`src/rtl/assert_macros.svh`:
```
// Assertion macros for the scheduler RTL.
`ifndef ASSERT_MACROS_SVH
`define ASSERT_MACROS_SVH

// Same-cycle implication, sampled on clk, off while rst is high.
`define ASSERT_HOLDS(lbl, ante, cons) \
  lbl: assert property (@(posedge clk) disable iff (rst) (ante) |-> (cons)) \
    else $error("scheduler assertion failed");

// Next-cycle implication, sampled on clk, off while rst is high.
`define ASSERT_NEXT(lbl, ante, cons) \
  lbl: assert property (@(posedge clk) disable iff (rst) (ante) |=> (cons)) \
    else $error("scheduler assertion failed");

`endif

```
`src/rtl/npps_pkg.sv`:
```
// Types and constants for the non-preemptive priority scheduler.
package npps_pkg;

  localparam int ARR_W     = 12;
  localparam int BUR_W     = 12;
  localparam int PRI_W     = 8;
  localparam int JOB_IDX_W = 6;
  localparam int TIME_W    = 20;
  localparam int SUM_W     = 26;

  localparam logic [TIME_W-1:0] TIME_MAX = {TIME_W{1'b1}};
  localparam logic [SUM_W-1:0]  SUM_MAX  = {SUM_W{1'b1}};

  typedef struct packed {
    logic [ARR_W-1:0] arrival_time;
    logic [BUR_W-1:0] burst_time;
    logic [PRI_W-1:0] job_priority;
    logic             last_job;
  } npps_in_t;

  typedef struct packed {
    logic [JOB_IDX_W-1:0] job_index;
    logic [TIME_W-1:0]    start_time;
    logic [TIME_W-1:0]    completion_time;
    logic [TIME_W-1:0]    turnaround_time;
    logic [TIME_W-1:0]    waiting_time;
    logic [SUM_W-1:0]     turnaround_sum;
    logic [SUM_W-1:0]     waiting_sum;
    logic                 last_result;
  } npps_out_t;

  // One stored job.
  typedef struct packed {
    logic [ARR_W-1:0] arrival;
    logic [BUR_W-1:0] burst;
    logic [PRI_W-1:0] prio;
  } npps_job_t;

  // Best-so-far candidate travelling down the cell chain.
  typedef struct packed {
    logic                 valid;
    logic                 found;
    logic                 ready;
    logic [JOB_IDX_W-1:0] index;
    npps_job_t            job;
  } npps_tok_t;

  // Per-cell strobes from the sequencer.
  typedef struct packed {
    logic wr;
    logic clr;
  } npps_cell_ctl_t;

endpackage

```
`src/rtl/nonpreemptive_priority_scheduler_unit.sv`:
```
// Non-preemptive priority scheduler: loads a set of jobs one beat at a time into a row of
// MAX_JOBS job cells; the beat marked last_job starts a run from time zero that emits one
// result beat per dispatch, in dispatch order, with start, completion, turnaround and waiting
// times and running sums. Lowest priority number wins among arrived jobs, ties to the earlier
// arrival, then the lower load index; an idle processor jumps to the earliest pending arrival.
// Completion saturates at 2^20-1, waiting floors at zero and the sums saturate at 2^26-1.
// For each dispatch the candidate ripples through the chain one cell per cycle, then three
// arithmetic steps follow. Jobs beyond MAX_JOBS in a set are dropped. The result register
// lets the next scan proceed while a beat waits to be taken; after the final beat of a set
// the block loads again at once.
module nonpreemptive_priority_scheduler_unit import npps_pkg::*; #(
  parameter int MAX_JOBS = 16
) (
  input  logic      clk,
  input  logic      rst,
  input  logic      job_valid,
  output logic      job_ready,
  input  npps_in_t  job,
  output logic      res_valid,
  input  logic      res_ready,
  output npps_out_t res
);

  `include "assert_macros.svh"

  localparam int CNT_W = $clog2(MAX_JOBS + 1);
  localparam int IDX_W = (MAX_JOBS > 1) ? $clog2(MAX_JOBS) : 1;

  typedef enum logic [2:0] {
    ST_LOAD,
    ST_SCAN,
    ST_COMP,
    ST_DIFF,
    ST_PUSH
  } state_t;

  state_t            state;
  logic [CNT_W-1:0]  job_count;
  logic [CNT_W-1:0]  done_cnt;
  logic [TIME_W-1:0] cur_time;
  logic [SUM_W-1:0]  tsum;
  logic [SUM_W-1:0]  wsum;
  logic              launch;

  npps_tok_t         win;
  logic [TIME_W-1:0] start_r;
  logic [TIME_W-1:0] comp_r;
  logic [ARR_W:0]    ab_r;
  logic [TIME_W-1:0] tat_r;
  logic [TIME_W-1:0] wt_r;

  npps_tok_t             chain [MAX_JOBS+1];
  npps_cell_ctl_t        ctl   [MAX_JOBS];
  logic [MAX_JOBS-1:0]   pending;
  npps_job_t             wr_job;

  logic              load_go;
  logic              push_go;
  logic              res_last;
  logic [TIME_W-1:0] start_c;
  logic [TIME_W:0]   comp_sum;
  logic [TIME_W-1:0] comp_c;
  logic [SUM_W:0]    tsum_add;
  logic [SUM_W:0]    wsum_add;
  logic [SUM_W-1:0]  tsum_next;
  logic [SUM_W-1:0]  wsum_next;

  assign job_ready = (state == ST_LOAD);
  assign load_go   = job_valid && job_ready && (job_count < CNT_W'(MAX_JOBS));
  assign push_go   = (state == ST_PUSH) && (!res_valid || res_ready);
  assign res_last  = ((done_cnt + CNT_W'(1)) == job_count);

  assign wr_job.arrival = job.arrival_time;
  assign wr_job.burst   = job.burst_time;
  assign wr_job.prio    = job.job_priority;

  // Chain head: an empty candidate, tagged valid on the launch cycle.
  always_comb begin
    chain[0]       = '0;
    chain[0].valid = launch;
  end

  for (genvar i = 0; i < MAX_JOBS; i++) begin : g_cell
    assign ctl[i].wr  = load_go && (job_count == CNT_W'(i));
    assign ctl[i].clr = push_go && (win.index[IDX_W-1:0] == IDX_W'(i));

    npps_cell #(
      .CELL_IDX(i)
    ) u_cell (
      .clk     (clk),
      .rst     (rst),
      .ctl     (ctl[i]),
      .wr_job  (wr_job),
      .cur_time(cur_time),
      .tok_in  (chain[i]),
      .tok_out (chain[i+1]),
      .pending (pending[i])
    );
  end

  // Not-ready winner means time jumps to its arrival.
  assign start_c  = win.ready ? cur_time : TIME_W'(win.job.arrival);
  assign comp_sum = {1'b0, start_c} + (TIME_W+1)'(win.job.burst);
  assign comp_c   = comp_sum[TIME_W] ? TIME_MAX : comp_sum[TIME_W-1:0];

  assign tsum_add  = {1'b0, tsum} + (SUM_W+1)'(tat_r);
  assign wsum_add  = {1'b0, wsum} + (SUM_W+1)'(wt_r);
  assign tsum_next = (tsum_add > (SUM_W+1)'(SUM_MAX)) ? SUM_MAX : tsum_add[SUM_W-1:0];
  assign wsum_next = (wsum_add > (SUM_W+1)'(SUM_MAX)) ? SUM_MAX : wsum_add[SUM_W-1:0];

  always_ff @(posedge clk) begin
    if (rst) begin
      state     <= ST_LOAD;
      job_count <= '0;
      done_cnt  <= '0;
      cur_time  <= '0;
      tsum      <= '0;
      wsum      <= '0;
      launch    <= 1'b0;
      res_valid <= 1'b0;
    end else begin
      launch <= 1'b0;
      if (res_valid && res_ready) begin
        res_valid <= 1'b0;
      end
      case (state)
        ST_LOAD: begin
          if (job_valid) begin
            if (load_go) begin
              job_count <= job_count + CNT_W'(1);
            end
            if (job.last_job) begin
              launch <= 1'b1;
              state  <= ST_SCAN;
            end
          end
        end
        ST_SCAN: begin
          // candidate has left the last cell
          if (chain[MAX_JOBS].valid) begin
            win   <= chain[MAX_JOBS];
            state <= ST_COMP;
          end
        end
        ST_COMP: begin
          start_r <= start_c;
          comp_r  <= comp_c;
          ab_r    <= (ARR_W+1)'(win.job.arrival) + (ARR_W+1)'(win.job.burst);
          state   <= ST_DIFF;
        end
        ST_DIFF: begin
          // comp >= arrival always holds; waiting floors at zero after saturation
          tat_r <= comp_r - TIME_W'(win.job.arrival);
          wt_r  <= (comp_r >= TIME_W'(ab_r)) ? comp_r - TIME_W'(ab_r) : '0;
          state <= ST_PUSH;
        end
        ST_PUSH: begin
          if (push_go) begin
            res_valid           <= 1'b1;
            res.job_index       <= win.index;
            res.start_time      <= start_r;
            res.completion_time <= comp_r;
            res.turnaround_time <= tat_r;
            res.waiting_time    <= wt_r;
            res.turnaround_sum  <= tsum_next;
            res.waiting_sum     <= wsum_next;
            res.last_result     <= res_last;
            if (res_last) begin
              job_count <= '0;
              done_cnt  <= '0;
              cur_time  <= '0;
              tsum      <= '0;
              wsum      <= '0;
              state     <= ST_LOAD;
            end else begin
              done_cnt <= done_cnt + CNT_W'(1);
              cur_time <= comp_r;
              tsum     <= tsum_next;
              wsum     <= wsum_next;
              launch   <= 1'b1;
              state    <= ST_SCAN;
            end
          end
        end
        default: begin
          state <= ST_LOAD;
        end
      endcase
    end
  end

  // A finished scan always names a job that is still pending.
  `ASSERT_HOLDS(a_winner_pending, chain[MAX_JOBS].valid,
                chain[MAX_JOBS].found && pending[chain[MAX_JOBS].index[IDX_W-1:0]])
  // Pending cells track jobs loaded but not yet dispatched.
  `ASSERT_HOLDS(a_pending_tally, 1'b1,
                $countones(pending) == (int'(job_count) - int'(done_cnt)))
  // The final dispatch returns the block to an empty set.
  `ASSERT_NEXT(a_set_wraps, push_go && res_last,
               state == ST_LOAD && job_count == '0 && cur_time == '0 && pending == '0)
  // Time never runs backwards within a set.
  `ASSERT_NEXT(a_time_forward, push_go && !res_last, cur_time >= $past(cur_time))

endmodule

```
`src/rtl/npps_cell.sv`:
```
// One job slot of the scheduler chain: holds a job and compares it to the passing candidate.
module npps_cell import npps_pkg::*; #(
  parameter int CELL_IDX = 0
) (
  input  logic              clk,
  input  logic              rst,
  input  npps_cell_ctl_t    ctl,
  input  npps_job_t         wr_job,
  input  logic [TIME_W-1:0] cur_time,
  input  npps_tok_t         tok_in,
  output npps_tok_t         tok_out,
  output logic              pending
);

  npps_job_t job;
  npps_tok_t tok_next;
  logic      own_ready;
  logic      own_better;

  always_ff @(posedge clk) begin
    if (ctl.wr) begin
      job <= wr_job;
    end
  end

  always_ff @(posedge clk) begin
    if (rst) begin
      pending <= 1'b0;
    end else if (ctl.wr) begin
      pending <= 1'b1;
    end else if (ctl.clr) begin
      pending <= 1'b0;
    end
  end

  assign own_ready = (TIME_W'(job.arrival) <= cur_time);

  // Ready jobs rank by priority then arrival; if none is ready, by arrival then
  // priority. Full ties keep the incoming (lower index) candidate.
  always_comb begin
    own_better = 1'b0;
    if (!tok_in.found) begin
      own_better = 1'b1;
    end else if (own_ready && !tok_in.ready) begin
      own_better = 1'b1;
    end else if (own_ready && tok_in.ready) begin
      own_better = (job.prio < tok_in.job.prio) ||
                   ((job.prio == tok_in.job.prio) && (job.arrival < tok_in.job.arrival));
    end else if (!own_ready && !tok_in.ready) begin
      own_better = (job.arrival < tok_in.job.arrival) ||
                   ((job.arrival == tok_in.job.arrival) && (job.prio < tok_in.job.prio));
    end
  end

  always_comb begin
    tok_next = tok_in;
    if (pending && own_better) begin
      tok_next.found = 1'b1;
      tok_next.ready = own_ready;
      tok_next.index = JOB_IDX_W'(CELL_IDX);
      tok_next.job   = job;
    end
  end

  always_ff @(posedge clk) begin
    if (rst) begin
      tok_out <= '0;
    end else begin
      tok_out <= tok_next;
    end
  end

endmodule
```
`config.mk`:
```
export PLATFORM = sky130hd
export DESIGN_NAME = nonpreemptive_priority_scheduler_unit
export DESIGN_NICKNAME = d
export VERILOG_FILES = /design/src/rtl/npps_pkg.sv /design/src/rtl/nonpreemptive_priority_scheduler_unit.sv /design/src/rtl/npps_cell.sv
export VERILOG_INCLUDE_DIRS = /design/src /design/src/rtl
export SDC_FILE = /design/constraint.sdc
export NUM_CORES = 2
export LEC_CHECK = 0
export ABC_AREA = 1
export BUFFER_PORTS_ARGS = -buffer_cell sky130_fd_sc_hd__buf_2
export CAP_MARGIN = 10
export CORE_MARGIN = 3
export CORE_UTILIZATION = 30
export DETAILED_ROUTE_END_ITERATION = 8
export SLEW_MARGIN = 10
export SYNTH_ARGS = -nofsm -noshare
export SYNTH_HDL_FRONTEND = slang
export SYNTH_SLANG_ARGS = --single-unit
export TNS_END_PERCENT = 20
```
`constraint.sdc`:
```
create_clock -name clk -period 16.95 [get_ports clk]
set_clock_uncertainty 0.15 [all_clocks]
set_input_delay 3.39 -clock clk [delete_from_list [all_inputs] [get_ports clk]]
set_output_delay 3.39 -clock clk [all_outputs]
set_load 0.02 [all_outputs]
```
==> impl_results.md <==
- Antenna Violating Nets Remaining: 0
- Syn avg cell area: 8.75 sq um
- Post-Route WL: 198000 um
- Yosys warning count: 0
- Relative slew slack: 21.5%
- CTS resizes: 0
- P per Cell Area: 96.8 nW/um^2
- Largest net degree at the start of global routing: 156
- VDD IR max: 0.101 mV
- Placed cell areas: 75100 sq um
- First-pass GRT wire length: 304000 um
- Cells after Synth: 8129
- Yosys cell types: 49
- Leak: 33.5 nW
- Vias in the first global route: 52200
- Status: complete, no violations
- CTS tree: done
- Count leader, synth: nand2_1
- FF+latch count, synth: 1474
- Critical Path AT: 7600 ps
- Area share of the largest cell type after synthesis: 32.6%
- Placed cell count: 11200
- RR Endpoint: comp_r[17]
- Worst-path clk slew: 60 ps
- DP HPWL: 140000 um
- # IOs: 178
- Die Wd: 493 um
- Clock Tree Buf Depth: 3
- H-tree levels: 4
- DRC: 0
- Netlist Area Pre-Place: 71100 sq um
- Number of synthesized flops with an enable pin: 771
- Critical Path End Type: register
- Antenna violations before repair: 18
- Core Footprint: 235000 sq um
- Worst min path class: register to register
- Post-synthesis sequential area ratio: 52.3%
- RSZ-0062 raised after global routing: no
- Worst Hold End: g_cell[10].u_cell.tok_out[40]
- Clock root buffer master: clkbuf_16
- Final period util: 41.4%
- Main synth FF type: edfxtp_1
- Die area: 243000 sq um
- Final worst slack: 9930 ps
- Total power: 7.79 mW
- Gpl congestion: 0.881
- Worst Reg2Reg Path Length in Cells: 10
- Cts hold-fix bufs: 0
- Synth top cells by count: nand2_1, inv_1, edfxtp_1
- Starting Density: 30.2%
- R2R Setup Slk: 12370 ps
- Clock Sinks: 1474
- Num rows: 178
- Fmax: 142 MHz
- Drt pass-1 iters: 6
- Worst Max-Slew Pin Slew: 1180 ps
- WP data required: 17530 ps
- Setup violators final: 0
- Hold Path Depth: 2
- TritonCTS Buffers: 152
- Dominant cell type by area after synthesis: edfxtp_1
- Share of cells above drive strength 1: 6.93%
- Die Ht: 493 um
- Worst-Skew Late Latency: 810 ps
- MaxCap Viol Count: 0
- Slew Limit Fails: 0
- Post-synth ARST share: 0%
- Final Hold Fails: 0
- Worst Path Max Fanout: 155
- All-Layer GR Usage: 16.0%
- Overflow after GRT: 0
- Fill cells: 23800
- Multi-input gate area: 27900 sq um
- DR vias: 54200
- Via density: 4.72
- Synthesis-to-layout area growth: 13.2%
- WL per Instance: 17.3 um
- Synth top area cells: edfxtp_1, dfxtp_1, ha_1, nand2_1, inv_1
- Seq. cell area: 37200 sq um
- Fin area: 80500 sq um
- Drt initial violations: 4254
- Startpoint Class: input port
- Hold_sp: g_cell[9].u_cell.tok_out[40]
- Final non-filler cell total: 11500
- Reg2Reg Launch Point: win[38]
- Port buffer count: 175
- Critical path class: input port to register
- Worst slack at placement: 9210 ps
- Post-CTS Setup Bufs: 0
- Layout net count: 8830
- Min cycle time layout: 7020 ps
- Final setup TNS: 0 ps
-- critical path, stage by stage --
cell and delay (ps):
buf_6 210, inv_8 640, buf_4 950, buf_4 850
buf_4 910, nand4_1 180, nand2_1 120
-- placed cells by master (no fill, tap or decap), types with 28 or more instances in the layout --
cell	synthesis	routed
a21oi_1	753	753
and2_1	28	28
dfxtp_1	703	691
xnor2_1	36	36
edfxtp_1	771	771
a21oi_2	31	31
nand4_1	184	184
nand2_1	1765	1754
clkbuf_1	177	32
buf_2	48	174
buf_4	11	63
nand3_1	649	649
ha_1	587	587
clkbuf_16	0	154
o21ai_0	74	74
xor2_1	43	43
inv_1	1248	1248
nor2_1	768	753
-- metrics by stage --
stage | util [%] | hold WS (ps)
floorplan | - | 236
global placement | 31.9 | 236
detailed placement | 31.9 | 239
CTS | 34.2 | 225
global route | 34.2 | 253
finish | 34.2 | 226
-- metal layers --
metal / GRT usage, % / wire (um)
met1: 20.7 / 86800
met2: 27.2 / 93400
met3: 2.16 / 10900
met4: 5.86 / 7190
met5: 0 / 77
-- kinds of logic (layout without fill, tap and decap cells) --
kind of cell               Yosys count  count (layout)  share of synthesized area, %
adders and majority gates          593             593                          10.5
AOI/OAI and AO/OA                  952             952                          7.19
xor gates and xnor gates            79              79                         0.973
other                                1               5                       0.00527
DFF                               1474            1474                          52.3
and+or+nand+nor                   3451            3451                          20.3
muxes                                1               1                        0.0158
buffers and inverters             1578            1777                          8.68
-- state kept, by name (all words and copies together), names as in the netlist --
name	cells
res	137
cur_time	20
wt_r	20
win	29
tsum	26
wsum	26
comp_r	20
g_cell.u_cell.pending	16
g_cell.u_cell.job	512
launch	1
g_cell.u_cell.tok_out	600
job_count	5
done_cnt	5
state	3
start_r	20
ab_r	13
tat_r	20
res_valid	1
-- power breakdown --
part	total [mW]	switching, mW	internal (mW)
clock network	3.53	1.47	2.05
registers	3.86	0.0394	3.82
logic	0.405	0.291	0.115
total	7.79	1.80	5.99
-- worst max-delay path by stage --
stage | startpoint | endpoint | slack (ps) | cells after the start
final | rst | g_cell[2].u_cell.tok_out[19] | 9930 | 7
after floorplan | res_ready | res[0] | 6590 | 5
after detailed placement | rst | g_cell[2].u_cell.tok_out[30] | 9210 | 7
after global placement | rst | g_cell[2].u_cell.tok_out[5] | 9290 | 7
after global routing | rst | g_cell[2].u_cell.tok_out[19] | 9740 | 7
after CTS | rst | g_cell[2].u_cell.tok_out[15] | 10100 | 7
-- layout make-up --
type	count	share of cell area, %
sequential	1474	46.3
multi-input combinational	5078	34.7
inverter	1255	5.86
clock buffer	204	5.24
tap	3150	4.90
timing repair buffer	239	1.71
clock inverter	79	1.35
antenna	3	0.00933
Note: power is estimated with default switching activity, not from simulation.
